## src/rtl/core/bbt_pkg.sv

```systemverilog
`timescale 1ns / 1ps
// Shared types, codes and constants of the bracket balance tracker.
package bbt_pkg;

    // Field widths
    localparam int OP_W      = 2;
    localparam int CH_W      = 8;
    localparam int LINE_W    = 16;
    localparam int EVENT_W   = 2;
    localparam int PAIR_W    = 16;
    localparam int CNT_W     = 3;
    localparam int CFG_IDX_W = 3;

    // Defaults for the top-level parameters
    localparam int STACK_DEPTH_DEF = 16;
    localparam int MAX_PAIRS_DEF   = 4;

    // Number of pair registers in the register map
    localparam int PAIR_REGS = 4;

    // Input operations
    typedef enum logic [OP_W-1:0] {
        OP_CHAR  = 2'd0,
        OP_EOL   = 2'd1,
        OP_CLEAR = 2'd2
    } t_op;

    // Result events
    typedef enum logic [EVENT_W-1:0] {
        EV_NONE       = 2'd0,
        EV_MISMATCH   = 2'd1,
        EV_UNEXPECTED = 2'd2,
        EV_OVERFLOW   = 2'd3
    } t_event;

    // Register indexes
    localparam logic [CFG_IDX_W-1:0] REG_PAIR_COUNT = 3'd0;
    localparam logic [CFG_IDX_W-1:0] REG_PAIR_ZERO  = 3'd1;

    // Reset values
    localparam logic [CNT_W-1:0] PAIR_COUNT_RESET = 3'd3;
    localparam logic [PAIR_W-1:0] PAIR_RESET [PAIR_REGS] = '{
        16'd10536, 16'd23899, 16'd32123, 16'd0
    };

    // Special characters
    localparam logic [CH_W-1:0] CH_BSLASH = 8'h5C;
    localparam logic [CH_W-1:0] CH_QUOTE  = 8'h22;
    localparam logic [CH_W-1:0] CH_HASH   = 8'h23;
    localparam logic [CH_W-1:0] CH_SPACE  = 8'h20;
    localparam logic [CH_W-1:0] CH_TAB    = 8'h09;

    typedef logic [PAIR_W-1:0] t_pair;

    // Pair lookup results
    typedef struct packed {
        logic            is_open;
        logic            is_close;
        logic [CH_W-1:0] exp_closer;
    } t_match;

    // Stack control
    typedef struct packed {
        logic clear;
        logic push;
        logic pop;
    } t_stk_ctrl;

endpackage

```

## src/rtl/core/bbt_if.sv

```systemverilog
`timescale 1ns / 1ps
// Channel interfaces of the bracket balance tracker: input, result and register write.
interface bbt_in_if;
    logic                        valid;
    logic                        ready;
    logic [bbt_pkg::OP_W-1:0]    op;
    logic [bbt_pkg::CH_W-1:0]    ch;
    logic [bbt_pkg::LINE_W-1:0]  line_number;

    modport source (output valid, op, ch, line_number, input ready);
    modport sink   (input valid, op, ch, line_number, output ready);
endinterface

interface bbt_out_if #(
    parameter int DEPTH_W = 5
);
    logic                        valid;
    logic                        ready;
    logic [bbt_pkg::EVENT_W-1:0] event_res;
    logic [bbt_pkg::CH_W-1:0]    top_opener;
    logic [DEPTH_W-1:0]          depth;
    logic                        inside_string;
    logic                        line_kept;
    logic                        line_complete;
    logic                        block_ready;
    logic                        has_content;
    logic [bbt_pkg::LINE_W-1:0]  first_line;

    modport source (output valid, event_res, top_opener, depth, inside_string, line_kept,
                    line_complete, block_ready, has_content, first_line, input ready);
    modport sink   (input valid, event_res, top_opener, depth, inside_string, line_kept,
                    line_complete, block_ready, has_content, first_line, output ready);
endinterface

interface bbt_cfg_if;
    logic                          valid;
    logic                          ready;
    logic [bbt_pkg::CFG_IDX_W-1:0] index;
    logic [bbt_pkg::PAIR_W-1:0]    data;

    modport source (output valid, index, data, input ready);
    modport sink   (input valid, index, data, output ready);
endinterface

```

## src/rtl/core/bbt_pair_match.sv

```systemverilog
`timescale 1ns / 1ps
// Parallel lookup of a character and of the stack top against the active bracket pairs.
module bbt_pair_match #(
    parameter int NUM_PAIRS = 4
) (
    input  logic [bbt_pkg::CNT_W-1:0] i_pair_count,
    input  bbt_pkg::t_pair            i_pairs [NUM_PAIRS],
    input  logic [bbt_pkg::CH_W-1:0]  i_ch,
    input  logic [bbt_pkg::CH_W-1:0]  i_top,
    output bbt_pkg::t_match           o_match
);
    import bbt_pkg::*;

    logic [CNT_W-1:0] active;

    // Counts above the stored pairs act as all pairs
    assign active = (i_pair_count > CNT_W'(NUM_PAIRS)) ? CNT_W'(NUM_PAIRS) : i_pair_count;

    // Walk from the highest pair down so the lowest matching pair wins
    always_comb begin
        o_match = '0;
        for (int i = NUM_PAIRS - 1; i >= 0; i--) begin
            if (CNT_W'(i) < active) begin
                if (i_pairs[i][CH_W-1:0] == i_ch) begin
                    o_match.is_open = 1'b1;
                end
                if (i_pairs[i][PAIR_W-1:CH_W] == i_ch) begin
                    o_match.is_close = 1'b1;
                end
                if (i_pairs[i][CH_W-1:0] == i_top) begin
                    o_match.exp_closer = i_pairs[i][PAIR_W-1:CH_W];
                end
            end
        end
    end

endmodule

```

## src/rtl/core/bbt_stack.sv

```systemverilog
`timescale 1ns / 1ps
// Opener stack as a shift register with the top in entry zero, plus the depth counter.
module bbt_stack #(
    parameter int STACK_DEPTH = 16,
    localparam int DW = $clog2(STACK_DEPTH + 1)
) (
    input  logic                       i_clk,
    input  logic                       i_rst_n,
    input  bbt_pkg::t_stk_ctrl         i_ctrl,
    input  logic [bbt_pkg::CH_W-1:0]   i_data,
    output logic [bbt_pkg::CH_W-1:0]   o_top,
    output logic [DW-1:0]              o_depth,
    output logic [DW-1:0]              o_depth_nxt,
    output logic                       o_full
);
    import bbt_pkg::*;

    logic [CH_W-1:0] r_ent [STACK_DEPTH];
    logic [DW-1:0]   r_depth;

    assign o_top   = r_ent[0];
    assign o_depth = r_depth;
    assign o_full  = (r_depth == DW'(STACK_DEPTH));

    // Next depth
    always_comb begin
        if (i_ctrl.clear) begin
            o_depth_nxt = '0;
        end else if (i_ctrl.push) begin
            o_depth_nxt = r_depth + DW'(1);
        end else if (i_ctrl.pop) begin
            o_depth_nxt = r_depth - DW'(1);
        end else begin
            o_depth_nxt = r_depth;
        end
    end

    // Depth counter
    always_ff @(posedge i_clk) begin
        if (!i_rst_n) begin
            r_depth <= '0;
        end else begin
            r_depth <= o_depth_nxt;
        end
    end

    // Entries shift down on push, up on pop
    always_ff @(posedge i_clk) begin
        if (i_ctrl.push) begin
            r_ent[0] <= i_data;
            for (int k = 1; k < STACK_DEPTH; k++) begin
                r_ent[k] <= r_ent[k-1];
            end
        end else if (i_ctrl.pop) begin
            for (int k = 0; k < STACK_DEPTH - 1; k++) begin
                r_ent[k] <= r_ent[k+1];
            end
        end
    end

endmodule

```

## src/rtl/core/bracket_balance_tracker.sv

```systemverilog
`timescale 1ns / 1ps
// Top level of the bracket balance tracker: text scanner, flags, registers and result stage.
//
// Usage:
//   i_in carries one word per item: op (character, end of line, clear), the character
//   byte and the current line number. o_out returns exactly one result word per item.
//   i_cfg writes the pair count (index 0) and the four opener/closer pair registers
//   (indexes 1 to 4); writes are taken in every cycle and belong in idle time.
//   The result is registered: an accepted item shows its result in the cycle after.
//   Throughput is one item per cycle while o_out.ready stays high; the pair compares are
//   parallel and the stack top is a register, so the scanner step is combinational.
//   The result register stalls in place while o_out.ready is low, and i_in.ready then
//   drops until the held word is taken; an item is accepted in the cycle the result
//   register empties.
//   Reset empties the stack, clears every flag and the block start line, and loads the
//   pair registers with "()", "[]", "{}" and zero, three pairs active. Stack entries
//   are not cleared; only entries below the depth are ever read.
//   A clear item does the same as reset for the scan state and keeps the registers.
module bracket_balance_tracker #(
    parameter int STACK_DEPTH = bbt_pkg::STACK_DEPTH_DEF,
    parameter int MAX_PAIRS   = bbt_pkg::MAX_PAIRS_DEF
) (
    input  logic             i_clk,
    input  logic             i_rst_n,
    bbt_in_if.sink           i_in,
    bbt_cfg_if.sink          i_cfg,
    bbt_out_if.source        o_out
);
    import bbt_pkg::*;

    localparam int NP = (MAX_PAIRS < PAIR_REGS) ? MAX_PAIRS : PAIR_REGS;
    localparam int DW = $clog2(STACK_DEPTH + 1);

    // Registers
    logic [CNT_W-1:0] r_pair_count;
    t_pair            r_pairs [NP];

    // Scan state
    logic             r_str, r_esc, r_cmt, r_lht, r_lsh, r_cont;
    logic [LINE_W-1:0] r_start;
    logic             n_str, n_esc, n_cmt, n_lht, n_lsh, n_cont;
    logic [LINE_W-1:0] n_start;

    // Result stage
    logic              r_ovalid;
    t_event            r_event;
    logic [CH_W-1:0]   r_top;
    logic [DW-1:0]     r_depth;
    logic              r_instr, r_kept, r_cmpl, r_blk, r_hascont;
    logic [LINE_W-1:0] r_first;

    // Step results
    t_event            w_event;
    logic [CH_W-1:0]   w_top;
    logic              w_kept, w_cmpl;
    logic              w_str_t;
    t_stk_ctrl         w_ctl, s_ctl;
    t_match            w_match;
    logic [CH_W-1:0]   s_top;
    logic [DW-1:0]     s_depth, s_depth_nxt;
    logic              s_full;
    logic              acc;

    // Handshakes
    assign i_in.ready  = !r_ovalid || o_out.ready;
    assign acc         = i_in.valid && i_in.ready;
    assign i_cfg.ready = 1'b1;

    // Register writes; indexes past the stored pairs are dropped
    always_ff @(posedge i_clk) begin
        if (!i_rst_n) begin
            r_pair_count <= PAIR_COUNT_RESET;
            for (int i = 0; i < NP; i++) begin
                r_pairs[i] <= PAIR_RESET[i];
            end
        end else if (i_cfg.valid) begin
            if (i_cfg.index == REG_PAIR_COUNT) begin
                r_pair_count <= i_cfg.data[CNT_W-1:0];
            end
            for (int i = 0; i < NP; i++) begin
                if (i_cfg.index == REG_PAIR_ZERO + CFG_IDX_W'(i)) begin
                    r_pairs[i] <= i_cfg.data;
                end
            end
        end
    end

    bbt_pair_match #(
        .NUM_PAIRS (NP)
    ) u_match (
        .i_pair_count (r_pair_count),
        .i_pairs      (r_pairs),
        .i_ch         (i_in.ch),
        .i_top        (s_top),
        .o_match      (w_match)
    );

    // Stack only moves on an accepted word
    always_comb begin
        s_ctl.clear = w_ctl.clear && acc;
        s_ctl.push  = w_ctl.push && acc;
        s_ctl.pop   = w_ctl.pop && acc;
    end

    bbt_stack #(
        .STACK_DEPTH (STACK_DEPTH)
    ) u_stack (
        .i_clk       (i_clk),
        .i_rst_n     (i_rst_n),
        .i_ctrl      (s_ctl),
        .i_data      (i_in.ch),
        .o_top       (s_top),
        .o_depth     (s_depth),
        .o_depth_nxt (s_depth_nxt),
        .o_full      (s_full)
    );

    // String flag after a possible quote toggle
    assign w_str_t = r_str ^ (i_in.ch == CH_QUOTE);

    // Scanner step
    always_comb begin
        n_str   = r_str;
        n_esc   = r_esc;
        n_cmt   = r_cmt;
        n_lht   = r_lht;
        n_lsh   = r_lsh;
        n_cont  = r_cont;
        n_start = r_start;
        w_event = EV_NONE;
        w_top   = '0;
        w_kept  = 1'b0;
        w_cmpl  = 1'b0;
        w_ctl   = '0;
        case (t_op'(i_in.op))
            OP_CHAR: begin
                // first raw non-blank character classifies the line
                if (!r_lht && i_in.ch != CH_SPACE && i_in.ch != CH_TAB) begin
                    n_lht = 1'b1;
                    n_lsh = (i_in.ch == CH_HASH);
                end
                if (r_cmt) begin
                    // rest of line ignored
                end else if (r_esc) begin
                    n_esc = 1'b0;
                end else if (i_in.ch == CH_BSLASH && r_str) begin
                    n_esc = 1'b1;
                end else begin
                    n_str = w_str_t;
                    if (!w_str_t) begin
                        if (i_in.ch == CH_HASH) begin
                            n_cmt = 1'b1;
                        end else if (w_match.is_open) begin
                            if (s_full) begin
                                w_event = EV_OVERFLOW;
                            end else begin
                                w_ctl.push = 1'b1;
                            end
                        end else if (w_match.is_close) begin
                            if (s_depth != '0) begin
                                w_ctl.pop = 1'b1;
                                if (i_in.ch != w_match.exp_closer) begin
                                    w_event = EV_MISMATCH;
                                    w_top   = s_top;
                                end
                            end else begin
                                w_event = EV_UNEXPECTED;
                            end
                        end
                    end
                end
            end
            OP_EOL: begin
                if (r_cont || (r_lht && !r_lsh)) begin
                    if (!r_cont) begin
                        n_start = i_in.line_number;
                    end
                    n_cont = 1'b1;
                    w_kept = 1'b1;
                    w_cmpl = (s_depth == '0) && !r_str;
                end
                n_cmt = 1'b0;
                n_lht = 1'b0;
                n_lsh = 1'b0;
            end
            OP_CLEAR: begin
                w_ctl.clear = 1'b1;
                n_str   = 1'b0;
                n_esc   = 1'b0;
                n_cmt   = 1'b0;
                n_lht   = 1'b0;
                n_lsh   = 1'b0;
                n_cont  = 1'b0;
                n_start = '0;
            end
            default: begin
                // unused op: status only
            end
        endcase
    end

    // Scan state registers
    always_ff @(posedge i_clk) begin
        if (!i_rst_n) begin
            r_str   <= 1'b0;
            r_esc   <= 1'b0;
            r_cmt   <= 1'b0;
            r_lht   <= 1'b0;
            r_lsh   <= 1'b0;
            r_cont  <= 1'b0;
            r_start <= '0;
        end else if (acc) begin
            r_str   <= n_str;
            r_esc   <= n_esc;
            r_cmt   <= n_cmt;
            r_lht   <= n_lht;
            r_lsh   <= n_lsh;
            r_cont  <= n_cont;
            r_start <= n_start;
        end
    end

    // Result valid
    always_ff @(posedge i_clk) begin
        if (!i_rst_n) begin
            r_ovalid <= 1'b0;
        end else if (acc) begin
            r_ovalid <= 1'b1;
        end else if (o_out.ready) begin
            r_ovalid <= 1'b0;
        end
    end

    // Result word
    always_ff @(posedge i_clk) begin
        if (acc) begin
            r_event   <= w_event;
            r_top     <= w_top;
            r_depth   <= s_depth_nxt;
            r_instr   <= n_str;
            r_kept    <= w_kept;
            r_cmpl    <= w_cmpl;
            r_blk     <= (s_depth_nxt == '0) && !n_str && n_cont;
            r_hascont <= n_cont;
            r_first   <= n_start;
        end
    end

    assign o_out.valid         = r_ovalid;
    assign o_out.event_res     = r_event;
    assign o_out.top_opener    = r_top;
    assign o_out.depth         = r_depth;
    assign o_out.inside_string = r_instr;
    assign o_out.line_kept     = r_kept;
    assign o_out.line_complete = r_cmpl;
    assign o_out.block_ready   = r_blk;
    assign o_out.has_content   = r_hascont;
    assign o_out.first_line    = r_first;

    // An accepted word always yields a result in the next cycle
    a_acc_result: assert property (@(posedge i_clk) disable iff (!i_rst_n)
        acc |=> o_out.valid)
        else $error("accepted word produced no result");

    // Overflow is only reported with the stack full
    a_ovf_full: assert property (@(posedge i_clk) disable iff (!i_rst_n)
        (o_out.valid && o_out.event_res == EV_OVERFLOW) |-> (o_out.depth == DW'(STACK_DEPTH)))
        else $error("overflow reported below full depth");

    // A complete line is a kept line and leaves the block ready
    a_cmpl_kept: assert property (@(posedge i_clk) disable iff (!i_rst_n)
        (o_out.valid && o_out.line_complete) |-> (o_out.line_kept && o_out.block_ready))
        else $error("complete line not kept or block not ready");

    // A pending escape exists only inside a string
    a_esc_str: assert property (@(posedge i_clk) disable iff (!i_rst_n)
        r_esc |-> r_str)
        else $error("escape pending outside a string");

endmodule

```

## src/flat_wrapper.sv

```systemverilog
// flat-port wrapper written by rule: the top's interface ports become plain ports
module bracket_balance_tracker_flat import bbt_pkg::*;
#(
    parameter int STACK_DEPTH = bbt_pkg::STACK_DEPTH_DEF,
    parameter int MAX_PAIRS   = bbt_pkg::MAX_PAIRS_DEF
)
  (i_clk, i_rst_n, i_in_valid, i_in_op, i_in_ch, i_in_line_number, i_in_ready, i_cfg_valid, i_cfg_index, i_cfg_data, i_cfg_ready, o_out_valid, o_out_event_res, o_out_top_opener, o_out_depth, o_out_inside_string, o_out_line_kept, o_out_line_complete, o_out_block_ready, o_out_has_content, o_out_first_line, o_out_ready);
  bbt_in_if i_in_i ();
  bbt_cfg_if i_cfg_i ();
  bbt_out_if o_out_i ();
  input  logic i_clk;
  input  logic i_rst_n;
  input wire logic [$bits(i_in_i.valid)-1:0] i_in_valid;
  input wire logic [$bits(i_in_i.op)-1:0] i_in_op;
  input wire logic [$bits(i_in_i.ch)-1:0] i_in_ch;
  input wire logic [$bits(i_in_i.line_number)-1:0] i_in_line_number;
  output wire logic [$bits(i_in_i.ready)-1:0] i_in_ready;
  input wire logic [$bits(i_cfg_i.valid)-1:0] i_cfg_valid;
  input wire logic [$bits(i_cfg_i.index)-1:0] i_cfg_index;
  input wire logic [$bits(i_cfg_i.data)-1:0] i_cfg_data;
  output wire logic [$bits(i_cfg_i.ready)-1:0] i_cfg_ready;
  output wire logic [$bits(o_out_i.valid)-1:0] o_out_valid;
  output wire logic [$bits(o_out_i.event_res)-1:0] o_out_event_res;
  output wire logic [$bits(o_out_i.top_opener)-1:0] o_out_top_opener;
  output wire logic [$bits(o_out_i.depth)-1:0] o_out_depth;
  output wire logic [$bits(o_out_i.inside_string)-1:0] o_out_inside_string;
  output wire logic [$bits(o_out_i.line_kept)-1:0] o_out_line_kept;
  output wire logic [$bits(o_out_i.line_complete)-1:0] o_out_line_complete;
  output wire logic [$bits(o_out_i.block_ready)-1:0] o_out_block_ready;
  output wire logic [$bits(o_out_i.has_content)-1:0] o_out_has_content;
  output wire logic [$bits(o_out_i.first_line)-1:0] o_out_first_line;
  input wire logic [$bits(o_out_i.ready)-1:0] o_out_ready;
  assign i_in_i.valid = i_in_valid;
  assign i_in_i.op = i_in_op;
  assign i_in_i.ch = i_in_ch;
  assign i_in_i.line_number = i_in_line_number;
  assign i_in_ready = i_in_i.ready;
  assign i_cfg_i.valid = i_cfg_valid;
  assign i_cfg_i.index = i_cfg_index;
  assign i_cfg_i.data = i_cfg_data;
  assign i_cfg_ready = i_cfg_i.ready;
  assign o_out_valid = o_out_i.valid;
  assign o_out_event_res = o_out_i.event_res;
  assign o_out_top_opener = o_out_i.top_opener;
  assign o_out_depth = o_out_i.depth;
  assign o_out_inside_string = o_out_i.inside_string;
  assign o_out_line_kept = o_out_i.line_kept;
  assign o_out_line_complete = o_out_i.line_complete;
  assign o_out_block_ready = o_out_i.block_ready;
  assign o_out_has_content = o_out_i.has_content;
  assign o_out_first_line = o_out_i.first_line;
  assign o_out_i.ready = o_out_ready;
  bracket_balance_tracker #(.STACK_DEPTH(STACK_DEPTH), .MAX_PAIRS(MAX_PAIRS)) u_core (.i_clk(i_clk), .i_rst_n(i_rst_n), .i_in(i_in_i), .i_cfg(i_cfg_i), .o_out(o_out_i));
endmodule
```

## config.mk

```make
export PLATFORM = sky130hd
export DESIGN_NAME = bracket_balance_tracker_flat
export DESIGN_NICKNAME = d
export VERILOG_FILES = /design/src/rtl/core/bbt_pkg.sv /design/src/rtl/core/bbt_if.sv /design/src/rtl/core/bbt_pair_match.sv /design/src/rtl/core/bbt_stack.sv /design/src/rtl/core/bracket_balance_tracker.sv /design/src/flat_wrapper.sv
export SDC_FILE = /design/constraint.sdc
export NUM_CORES = 1
export LEC_CHECK = 0
export BUFFER_PORTS_ARGS = -buffer_cell sky130_fd_sc_hd__clkbuf_2
export CELL_PAD_IN_SITES_DETAIL_PLACEMENT = 1
export CELL_PAD_IN_SITES_GLOBAL_PLACEMENT = 1
export CORE_MARGIN = 2
export CORE_UTILIZATION = 52
export DETAILED_ROUTE_END_ITERATION = 8
export PLACE_DENSITY = 0.95
export SYNTH_ARGS = -nofsm -noshare
export SYNTH_HDL_FRONTEND = slang
export SYNTH_SLANG_ARGS = --single-unit
```

## constraint.sdc

```tcl
create_clock -name i_clk -period 10.2 [get_ports i_clk]
set_input_delay 2.04 -clock i_clk [delete_from_list [all_inputs] [get_ports i_clk]]
set_output_delay 2.04 -clock i_clk [all_outputs]
set_load 0.03 [all_outputs]
```

==> impl_metrics.py, run 1 <==
metrics = {
    "run_status": {
        "run_status": "finished clean",
    },
    "cts": {
        "numCtsBuffers": 27,
        "cts_buffer_depth": 3,
        "cts_hold_buf": 0,
        "cts_repair_resize_count": 0,
        "clkSlewWorstSetupHoldPaths_ns": 0.06,
        "clock_insertion_delay_worst_skew_ns": 0.56,
        "cts_root_buf": "clkbuf_16",
        "cts_setup_buffers": 0,
        "cts.sinks": 259,
        "clock_tree_from_tritoncts": "built",
        "cts.htree.levels": 1,
    },
    "timing": {
        "grt_setup_unrepaired": "no",
        "timing_worst_slew_pin_value_ns": 1.24,
        "setup-tns-final_ns": 0,
        "fin_crit_sh_pct": 53.0,
        "setup_viol": 0,
        "fin_skew_ns": 0.0245,
        "slew_headroom_pct": 17.2,
        "fmax_mhz": 185,
        "slew_viol_final": 0,
        "finalHoldViolCount": 0,
        "min_period_ns": 5.40,
    },
    "worst_setup_path": {
        "rr_endpoint": "u_core.u_stack.r_ent[0][91]$_DFFE_PP_",
        "timing.critical_path.fanout_max": 84,
        "crit_arrival_ns": 5.58,
        "critical_path.reg2reg.startpoint": "u_core.o_out.valid$_SDFFE_PN0P_",
        "startpoint_type_of_the_worst_setup_path": "input pin",
        "setup.worst_path.end_class": "flip-flop",
        "timing.reg2reg.setup_slack_ns": 6.14,
        "worst-endpoint-required_ns": 10.37,
        "criticalPathCategory": "input pin to flip-flop",
        "rr_worst_depth": 8,
    },
    "floorplanning": {
        "coreArea_um2": 23300,
        "initial_utilization_pct": 52.8,
        "fp-row-count": 56,
        "chip_width_um": 158,
        "chipHeight_um": 158,
        "io-pin-count": 89,
        "design.die.area_um2": 24900,
    },
    "logic_synthesis": {
        "post_synth_xor_area_fraction_pct": 7.75,
        "netlist_top_cells_area": "edfxtp_1, dfxtp_1, mux2_2",
        "synth_largest_area_cell": "edfxtp_1",
        "yosys.area_share.adder_pct": 0.609,
        "combinational_family_with_the_most_area_after_synthesis": "simple AND/OR/NAND/NOR gates",
        "asyncSetResetFlopFracSynth_pct": 0,
        "synth_sequential_area_ratio_pct": 55.4,
        "compound_gate_fraction_of_synth_area_pct": 6.85,
        "synth-simple-area-share_pct": 14.1,
        "yosys-mux-area-fraction_pct": 11.6,
        "postSynth.topFlopCell": "edfxtp_1",
        "mappedNetlistNets": 1149,
        "ys_seq_elements": 259,
        "yosysUniqueCellTypes": 61,
        "yosysTopAreaCellShare_pct": 40.0,
        "post_synth.cell_area_avg_um2": 11.3,
        "netlist_instances": 1093,
        "synth_edf_count": 164,
        "syn_area_um2": 12300,
        "yosysWarningCount": 0,
    },
    "global_routing": {
        "grtUsageTotal_pct": 26.8,
        "grt_first_pass_wirelength_um": 51600,
        "initial_antenna_violation_count": 0,
        "number_of_global_route_vias_before_repair": 9231,
        "globalRouteOverflowTotal": 0,
        "grt_max_degree": 96,
    },
    "placement": {
        "hpwl_um": 22200,
        "placedInstanceArea_um2": 12900,
        "portBuffers": 87,
        "dp.cells": 1435,
        "finalWeightedCongestion": 0.946,
    },
    "layout": {
        "final_cell_mix": "nand2_1, edfxtp_1, mux2_2",
        "nets": 1201,
        "layout.cells.most_common": "nand2_1",
        "finish.cell_count_without_fillers": 1485,
        "final_cell_area_um2": 13700,
        "syn2layout_area_growth_pct": 11.1,
        "n_antenna_cell": 0,
        "final_layout_size_suffix_gt1_share_pct": 22.6,
    },
    "detailed_routing": {
        "drcViolationCount": 0,
        "routedWlPerCell_um": 22.0,
        "drt_iter0_markers": 588,
        "num_vias": 8584,
        "avgViaCountPerCell": 5.78,
        "drt_pre_antenna_iters": 5,
        "antenna_left": 0,
        "drt_wl_total_um": 32700,
    },
    "worst_hold_path": {
        "worstHoldPathType": "flip-flop to flip-flop",
        "start_point_of_the_worst_min_delay_path": "u_core.u_stack.r_ent[0][116]$_DFFE_PP_",
        "min_delay_worst_endpoint": "u_core.u_stack.r_ent[0][124]$_DFFE_PP_",
        "worstHoldPathCells": 0,
    },
    "power_and_ir_drop": {
        "power_leakage_nw": 4.49,
        "powerDensity_nw_per_um2": 161,
        "max-vdd-ir-drop_v": 0.000140,
    },
    "job": {
        "max_cap_violations": 0,
    },
}
-- power breakdown --
group | switching (W) | internal [W] | total, W
logic | 0.0000908 | 0.0000461 | 0.000137
registers | 0.0000135 | 0.00112 | 0.00114
clock network | 0.000421 | 0.000511 | 0.000931
total | 0.000525 | 0.00168 | 0.00220
-- final cells by class --
class                           instances  area (µm²)
Clock buffer                           35         736
Clock inverter                         15        91.3
Fill cell                            2447        9640
Inverter                               25        93.8
Multi-Input combinational cell        739        5070
Sequential cell                       259        6830
Tap cell                              319         399
Timing Repair Buffer                   93         480
-- layer usage --
metal / global-route usage [%] / vias up / part of all wire, %
li1: - / 3940 / -
met1: 33.6 / 4289 / 41
met2: 46.4 / 261 / 50
met3: 4.19 / 94 / 4.7
met4: 10.6 / 0 / 3.8
met5: 0 / - / 0
-- cells in the mapped netlist (all sizes together), types with 2 or more instances --
master  instances
mux2i           7
a21oi          25
xnor2          89
nand3          36
nand2         220
o21ai          12
or3             2
xor2           20
nor2           23
a21o            2
nand4          19
inv            24
o211ai          3
and3           12
nor4           18
a221oi          6
clkbuf         37
nor2b           9
dfxtp          95
nor3b           3
and2            9
a21boi         55
a211oi          4
nand2b          5
or2             3
ha              6
nor3           11
buf            33
mux2          121
edfxtp        164
-- per-stage QoR --
stage	worst slack, ns	hold slack (ns)	util, %	power [W]
floorplan	3.30	0.420	-	0.00125
global placement	4.66	0.427	55.1	0.00129
detailed placement	4.40	0.447	55.1	0.00129
CTS	4.86	0.464	58.7	0.00221
global route	4.63	0.479	58.7	0.00227
finish	4.80	0.463	58.7	0.00220
-- how the worst max path moves through the flow --
stage,start,endpoint,depth (start not counted)
after CTS,i_in_op[1],u_core.u_stack.r_ent[0][110]$_DFFE_PP_,10
after detailed placement,i_in_ch[3],u_core.u_stack.r_ent[0][99]$_DFFE_PP_,8
after global placement,i_in_ch[3],u_core.u_stack.r_ent[0][59]$_DFFE_PP_,8
final,i_in_op[1],u_core.u_stack.r_ent[0][91]$_DFFE_PP_,10
after floorplan,i_in_ch[2],u_core.o_out.block_ready$_DFFE_PP_,10
after global routing,i_in_op[1],u_core.u_stack.r_ent[0][102]$_DFFE_PP_,10
-- state kept, by name, summed over array words and instances (netlist names), 2 cells and up --
register	count
u_core.o_out.depth	5
u_core.o_out.event_res	2
u_core.o_out.first_line	16
u_core.o_out.top_opener	8
u_core.r_pair_count	3
u_core.r_pairs	64
u_core.r_start	16
u_core.u_stack.o_depth	5
u_core.u_stack.r_ent	128
-- cell families (layout without fill, tap and decap cells) --
logic type,Yosys count,after routing
xor gates and xnor gates,109,109
adders and majority gates,6,6
and+or+nand+nor,376,376
muxes,128,128
DFF,259,259
AOI/OAI and AO/OA,119,119
other,1,1
buffers and inverters,95,168
-- worst max-delay path: stages --
cell	delay, ns
clkbuf_2	0.13
inv_1	0.12
ha_1	0.33
nor2b_1	0.25
nor2b_1	0.20
o211ai_1	0.16
a21oi_1	0.28
and3_1	0.62
a21o_4	0.49
buf_4	0.89
No activity file was read; power rests on OpenSTA's default activity.
==> inputs of run 2 (changes only) <==
ABC_AREA = 1   (was default)
CORE_UTILIZATION = 47   (was 52)
PLACE_DENSITY = 0.92   (was 0.95)
clock period = 5.5 ns   (was 10.2 ns; I/O delays follow)
==> run 2 against run 1 <==
  * Synthesized cell count grew 29%
  * Via count grew 21%
  * Clock-buffer cell count shrank 3
  * Combinational power grew 140%
  * Non-clock buffer count grew 6
  * Clock power grew 120%
  * Cell count grew 24%
  * Sequential share of layout area shrank 2.1 points
  * Power grew 100%
  * Largest cell class unchanged
  * Largest power group unchanged
==> impl_metrics.py, run 2 <==
metrics = {
    "floorplanning": {
        "design.die.area_um2": 28200,
        "fp-row-count": 59,
        "initial_utilization_pct": 48.2,
        "chip_width_um": 168,
        "io-pin-count": 89,
        "chipHeight_um": 168,
        "coreArea_um2": 26200,
    },
    "worst_setup_path": {
        "worst_path_max_delay_cell": "buf_4",
        "worst_path_buf_inv": 3,
        "crit_arrival_ns": 4.32,
        "worst-endpoint-required_ns": 5.80,
        "setup.worst_path.end_class": "flip-flop",
        "startpoint_type_of_the_worst_setup_path": "input pin",
        "critPathMaxStageDelay_ns": 0.70,
        "rr_endpoint": "u_core.u_stack.r_ent[0][3]$_DFFE_PP_",
        "path_delay_family": "buffers and inverters",
        "criticalPathCategory": "input pin to flip-flop",
        "timing.reg2reg.setup_slack_ns": 1.83,
        "crit_chain": "clkbuf_2 -> inv_1 -> nand2_1 -> o21ai_0 -> nor2_1 -> nand3_1 -> nand2_1 -> nand2_1 -> nand2_1 -> nand2_2 -> nand3_4 -> buf_4 -> mux2_2",
        "worst_path_most_repeated_cell": "nand2_1",
        "rr_worst_depth": 11,
        "timing.critical_path.fanout_max": 73,
        "critical_path.reg2reg.startpoint": "u_core.r_pair_count[2]$_SDFFE_PN0P_",
    },
    "layout": {
        "biggestRegsByFlops": "u_core.u_stack.r_ent (128), u_core.r_pairs (64)",
        "largest-register": "u_core.u_stack.r_ent",
        "final_cell_mix": "nand2_1, edfxtp_1, inv_1",
        "n_antenna_cell": 0,
        "largest_register_ffs": 128,
        "nets": 1542,
        "seq_area_um2": 6830,
        "layout.cells.most_common": "nand2_1",
        "final_layout_size_suffix_gt1_share_pct": 16.7,
        "nFillCells": 3049,
        "syn2layout_area_growth_pct": 13.2,
        "multi_input_comb_area_um2": 4950,
    },
    "cts": {
        "cts_setup_buffers": 0,
        "cts_hold_buf": 0,
        "numCtsBuffers": 29,
        "cts_repair_resize_count": 0,
        "clock_tree_from_tritoncts": "built",
        "cts_root_buf": "clkbuf_16",
        "clock_insertion_delay_worst_skew_ns": 0.57,
        "cts_buffer_depth": 3,
        "cts.htree.levels": 1,
        "cts.sinks": 259,
        "clkSlewWorstSetupHoldPaths_ns": 0.06,
    },
    "timing": {
        "timing_worst_slew_pin_value_ns": 1.07,
        "setup-tns-final_ns": 0,
        "finalHoldViolCount": 0,
        "min_period_ns": 4.02,
        "slew_viol_final": 0,
        "grt_setup_unrepaired": "no",
        "finalWorstSetupSlack_ns": 1.48,
        "fin_crit_sh_pct": 73.0,
        "slew_headroom_pct": 28.8,
        "fin_skew_ns": 0.0146,
        "fmax_mhz": 249,
        "setup_viol": 0,
    },
    "logic_synthesis": {
        "post_synth.cell_area_avg_um2": 8.93,
        "postSynth.topFlopCell": "edfxtp_1",
        "synth_largest_area_cell": "edfxtp_1",
        "yosysUniqueCellTypes": 43,
        "post_synth_top_cells": "nand2_1, edfxtp_1, inv_1",
        "synth_sequential_area_ratio_pct": 54.1,
        "synth_edf_count": 164,
        "syn_area_um2": 12600,
        "yosysWarningCount": 0,
        "netlist_top_cells_area": "edfxtp_1, dfxtp_1, nand2_1",
        "netlist_instances": 1413,
        "ys_seq_elements": 259,
        "mappedNetlistNets": 1469,
        "yosysTopAreaCellShare_pct": 39.0,
        "synthMostInstantiatedCell": "nand2_1",
        "asyncSetResetFlopFracSynth_pct": 0,
    },
    "global_routing": {
        "globalRouteOverflowTotal": 0,
        "grt_max_degree": 77,
        "grtUsageTotal_pct": 27.5,
        "grt_first_pass_wirelength_um": 60600,
        "initial_antenna_violation_count": 1,
        "number_of_global_route_vias_before_repair": 11100,
    },
    "run_status": {
        "run_status": "finished clean",
    },
    "placement": {
        "finalWeightedCongestion": 0.934,
        "portBuffers": 87,
        "preCtsSetupSlack_ns": 1.13,
        "hpwl_um": 26000,
    },
    "detailed_routing": {
        "topRoutingLayerUsed": "met4",
        "drcViolationCount": 0,
        "drt_pre_antenna_iters": 4,
        "antenna_left": 0,
        "wl_met2_um": 19300,
        "drt_wl_total_um": 38900,
        "met3_length_um": 2480,
        "drt_iter0_markers": 827,
        "num_vias": 10400,
        "routedWlPerCell_um": 21.1,
        "detail_route.wirelength.met1_um": 15600,
        "avgViaCountPerCell": 5.62,
    },
    "worst_hold_path": {
        "min_delay_worst_endpoint": "u_core.u_stack.r_ent[0][122]$_DFFE_PP_",
        "worstHoldPathCells": 0,
        "start_point_of_the_worst_min_delay_path": "u_core.u_stack.r_ent[0][114]$_DFFE_PP_",
        "worstHoldPathType": "flip-flop to flip-flop",
    },
    "power_and_ir_drop": {
        "power_leakage_nw": 6.20,
        "powerDensity_nw_per_um2": 314,
        "max-vdd-ir-drop_v": 0.000308,
    },
    "job": {
        "max_cap_violations": 0,
    },
}
run 2: how the worst max path moves through the flow:
stage	startpoint	end	slack (ns)	depth (start not counted)
after global placement	i_in_ch[2]	u_core.u_stack.r_ent[0][62]$_DFFE_PP_	1.24	13
after global routing	i_in_ch[5]	u_core.u_stack.r_ent[0][3]$_DFFE_PP_	1.31	13
after floorplan	o_out_ready	u_core.o_out.block_ready$_DFFE_PP_	1.11	13
final	i_in_ch[5]	u_core.u_stack.r_ent[0][3]$_DFFE_PP_	1.48	13
after detailed placement	i_in_ch[2]	u_core.u_stack.r_ent[0][88]$_DFFE_PP_	1.13	13
after CTS	i_in_ch[5]	u_core.u_stack.r_ent[0][14]$_DFFE_PP_	1.57	13
run 2: report_power, final:
part | switching, W | total [W] | internal (W)
clock | 0.000820 | 0.00203 | 0.00121
sequential | 0.0000312 | 0.00213 | 0.00210
combinational | 0.000234 | 0.000330 | 0.0000955
run 2: cells by family (layout without fill, tap and decap cells):
group,after synthesis,after routing,synth area share (%)
adders and majority gates,6,6,0.595
buffers and inverters,204,300,6.73
DFF,259,259,54.1
AOI/OAI and AO/OA,193,193,8.26
and+or+nand+nor,635,635,21.0
other,1,1,0.0297
muxes,64,64,5.71
xor gates and xnor gates,51,51,3.54
run 2: per-stage QoR:
stage	total power, W	area (µm²)	std cells	util (%)	hold WS [ns]
3_3_place_gp	0.00247	13300	1790	50.7	0.433
3_5_place_dp	0.00249	13300	1790	50.7	0.447
2_1_floorplan	0.00237	12600	1413	-	0.427
6_report	0.00449	14300	1844	54.5	0.457
4_1_cts	0.00451	14300	1844	54.5	0.459
5_1_grt	0.00462	14300	1844	54.5	0.469
run 2: layout make-up:
cell class              instances  share of cell area [%]
repair buffers                 99                    3.77
clock inverters                22                    1.72
multi-input cells             950                    34.7
well taps                     335                    2.93
inverters                     147                    3.88
clock buffers                  32                    5.23
flip-flops and latches        259                    47.8
run 2: per-layer routing:
metal | track usage (%) | vias up
met2 | 48.9 | 355
met1 | 32.9 | 5087
met4 | 11.8 | 0
met3 | 4.61 | 117
li1 | - | 4798
met5 | 0 | -
==> inputs of run 3 (changes only) <==
clock period = 3.9 ns   (was 5.5 ns; I/O delays follow)
==> run 3 against run 2 <==
  * Global-route usage decreased by 1.4 points
  * Non-clock buffer count increased by 7
  * Cell count increased by 0.22%
  * Utilization decreased by 0.21 points
  * Worst hold slack got worse by 0.0033 ns
  * Largest power group unchanged
==> impl_metrics.py, run 3 (synthesis results as in run 2) <==
metrics = {
    "layout": {
        "layout.cells.most_common": "nand2_1",
        "final_cell_area_um2": 14200,
        "largest-register": "u_core.u_stack.r_ent",
        "nets": 1548,
        "seq_area_um2": 6830,
        "syn2layout_area_growth_pct": 12.8,
        "final_layout_size_suffix_gt1_share_pct": 16.4,
        "nFillCells": 3005,
        "biggestRegsByFlops": "u_core.u_stack.r_ent (128), u_core.r_pairs (64)",
        "largest_register_ffs": 128,
        "n_antenna_cell": 0,
        "final_util_pct": 54.3,
        "multi_input_comb_area_um2": 4950,
        "final_cell_mix": "nand2_1, edfxtp_1, inv_1",
    },
    "timing": {
        "timing_worst_slew_pin_value_ns": 0.820,
        "slew_headroom_pct": 45.4,
        "fin_skew_ns": 0.0143,
        "fmax_mhz": 302,
        "fin_hold_ws_ns": 0.454,
        "grt_setup_unrepaired": "no",
        "finalHoldViolCount": 0,
        "setup_viol": 0,
        "finalWorstSetupSlack_ns": 0.593,
        "min_period_ns": 3.31,
        "fin_crit_sh_pct": 84.8,
        "slew_viol_final": 0,
        "setup-tns-final_ns": 0,
    },
    "global_routing": {
        "globalRouteOverflowTotal": 0,
        "number_of_global_route_vias_before_repair": 10800,
        "grtUsageTotal_pct": 26.1,
        "initial_antenna_violation_count": 0,
        "grt_first_pass_wirelength_um": 57900,
        "grt_max_degree": 77,
    },
    "placement": {
        "placedInstanceArea_um2": 13400,
        "finalWeightedCongestion": 0.905,
        "portBuffers": 87,
        "hpwl_um": 25300,
        "preCtsSetupSlack_ns": 0.312,
    },
    "power_and_ir_drop": {
        "max-vdd-ir-drop_v": 0.000382,
        "powerDensity_nw_per_um2": 424,
        "power_leakage_nw": 6.17,
    },
    "floorplanning": {
        "fp-row-count": 59,
        "design.die.area_um2": 28200,
        "io-pin-count": 89,
        "chip_width_um": 168,
        "coreArea_um2": 26200,
        "chipHeight_um": 168,
        "initial_utilization_pct": 48.2,
    },
    "detailed_routing": {
        "drcViolationCount": 0,
        "detail_route.wirelength.met1_um": 15500,
        "drt_iter0_markers": 744,
        "drt_wl_total_um": 36700,
        "wl_met2_um": 18100,
        "topRoutingLayerUsed": "met4",
        "routedWlPerCell_um": 19.9,
        "avgViaCountPerCell": 5.53,
        "met3_length_um": 1860,
        "num_vias": 10200,
        "drt_pre_antenna_iters": 5,
        "antenna_left": 0,
    },
    "worst_setup_path": {
        "critPathMaxStageDelay_ns": 0.45,
        "setup.worst_path.end_class": "flip-flop",
        "criticalPathCategory": "flip-flop to flip-flop",
        "worst_path_max_delay_cell": "dfxtp_1",
        "path_delay_family": "simple AND/OR/NAND/NOR gates",
        "startpoint_type_of_the_worst_setup_path": "flip-flop",
        "timing.critical_path.fanout_max": 72,
        "crit_chain": "nor2_1 -> nand2_1 -> nand3_1 -> nor2_1 -> nand2_1 -> nand2_1 -> nor2_1 -> nor2_2 -> nand3_4 -> buf_12 -> mux2_2",
        "worst-endpoint-required_ns": 4.19,
        "worst_path_buf_inv": 1,
        "crit_arrival_ns": 3.60,
    },
    "cts": {
        "cts_hold_buf": 0,
        "cts.htree.levels": 1,
        "cts_root_buf": "clkbuf_16",
        "cts_setup_buffers": 0,
        "cts_buffer_depth": 3,
        "clock_tree_from_tritoncts": "built",
        "clock_insertion_delay_worst_skew_ns": 0.55,
        "cts.sinks": 259,
        "numCtsBuffers": 28,
        "clkSlewWorstSetupHoldPaths_ns": 0.06,
        "cts_repair_resize_count": 0,
    },
    "job": {
        "max_cap_violations": 0,
    },
    "worst_hold_path": {
        "worstHoldPathType": "flip-flop to flip-flop",
    },
    "run_status": {
        "run_status": "finished clean",
    },
}
-- run 3: cell types whose count changed in the layout (fill, tap and decap cells not counted), moves of 2 or more --
cell / change
clkinv_2: -5
bufinv_16: -3
buf_4: +6
clkbuf_1: +5
clkinv_1: +2
-- run 3: worst register-to-register path: stages, from the launching register on --
cell	delay [ns]
dfxtp_1	0.45
nor2_1	0.42
nand2_1	0.37
nand3_1	0.19
nor2_1	0.05
nand2_1	0.05
nand2_1	0.06
nor2_1	0.30
nor2_2	0.14
nand3_4	0.24
buf_12	0.34
mux2_2	0.44
-- run 3: power breakdown --
part | switching [W] | internal (W) | total [W]
registers | 0.0000431 | 0.00296 | 0.00300
logic | 0.000320 | 0.000137 | 0.000457
clock network | 0.00107 | 0.00150 | 0.00257
-- run 3: layout make-up --
type                       instances  area share (%)
sequential                       259            48.0
multi-input combinational        950            34.8
clock buffer                      37            5.38
timing repair buffer             106            4.24
inverter                         147            3.89
tap                              335            2.95
clock inverter                    14           0.774
-- run 3: path summary, 6_finish.rpt --
path / startpoint / end / slack [ns] / depth (start not counted)
hold reg to reg: u_core.u_stack.r_ent[0][116]$_DFFE_PP_ / u_core.u_stack.r_ent[0][124]$_DFFE_PP_ / 0.45 / 0
hold / removal: u_core.u_stack.r_ent[0][116]$_DFFE_PP_ / u_core.u_stack.r_ent[0][124]$_DFFE_PP_ / 0.45 / 0
setup / recovery: u_core.r_pair_count[2]$_SDFFE_PN0P_ / u_core.u_stack.r_ent[0][20]$_DFFE_PP_ / 0.59 / 11
setup reg to reg: u_core.r_pair_count[2]$_SDFFE_PN0P_ / u_core.u_stack.r_ent[0][20]$_DFFE_PP_ / 0.59 / 11
-- run 3: routing by layer --
| metal | up-vias | track usage, % |
|---|---|---|
| li1 | 4800 | - |
| met1 | 5037 | 32.7 |
| met2 | 311 | 46.2 |
| met3 | 80 | 3.10 |
| met4 | 0 | 9.87 |
| met5 | - | 0 |
-- run 3: per-stage QoR --
step / std cells / power, W
5_1_grt: 1848 / 0.00623
3_3_place_gp: 1797 / 0.00348
2_1_floorplan: 1413 / 0.00334
3_5_place_dp: 1797 / 0.00350
6_report: 1848 / 0.00603
4_1_cts: 1848 / 0.00607
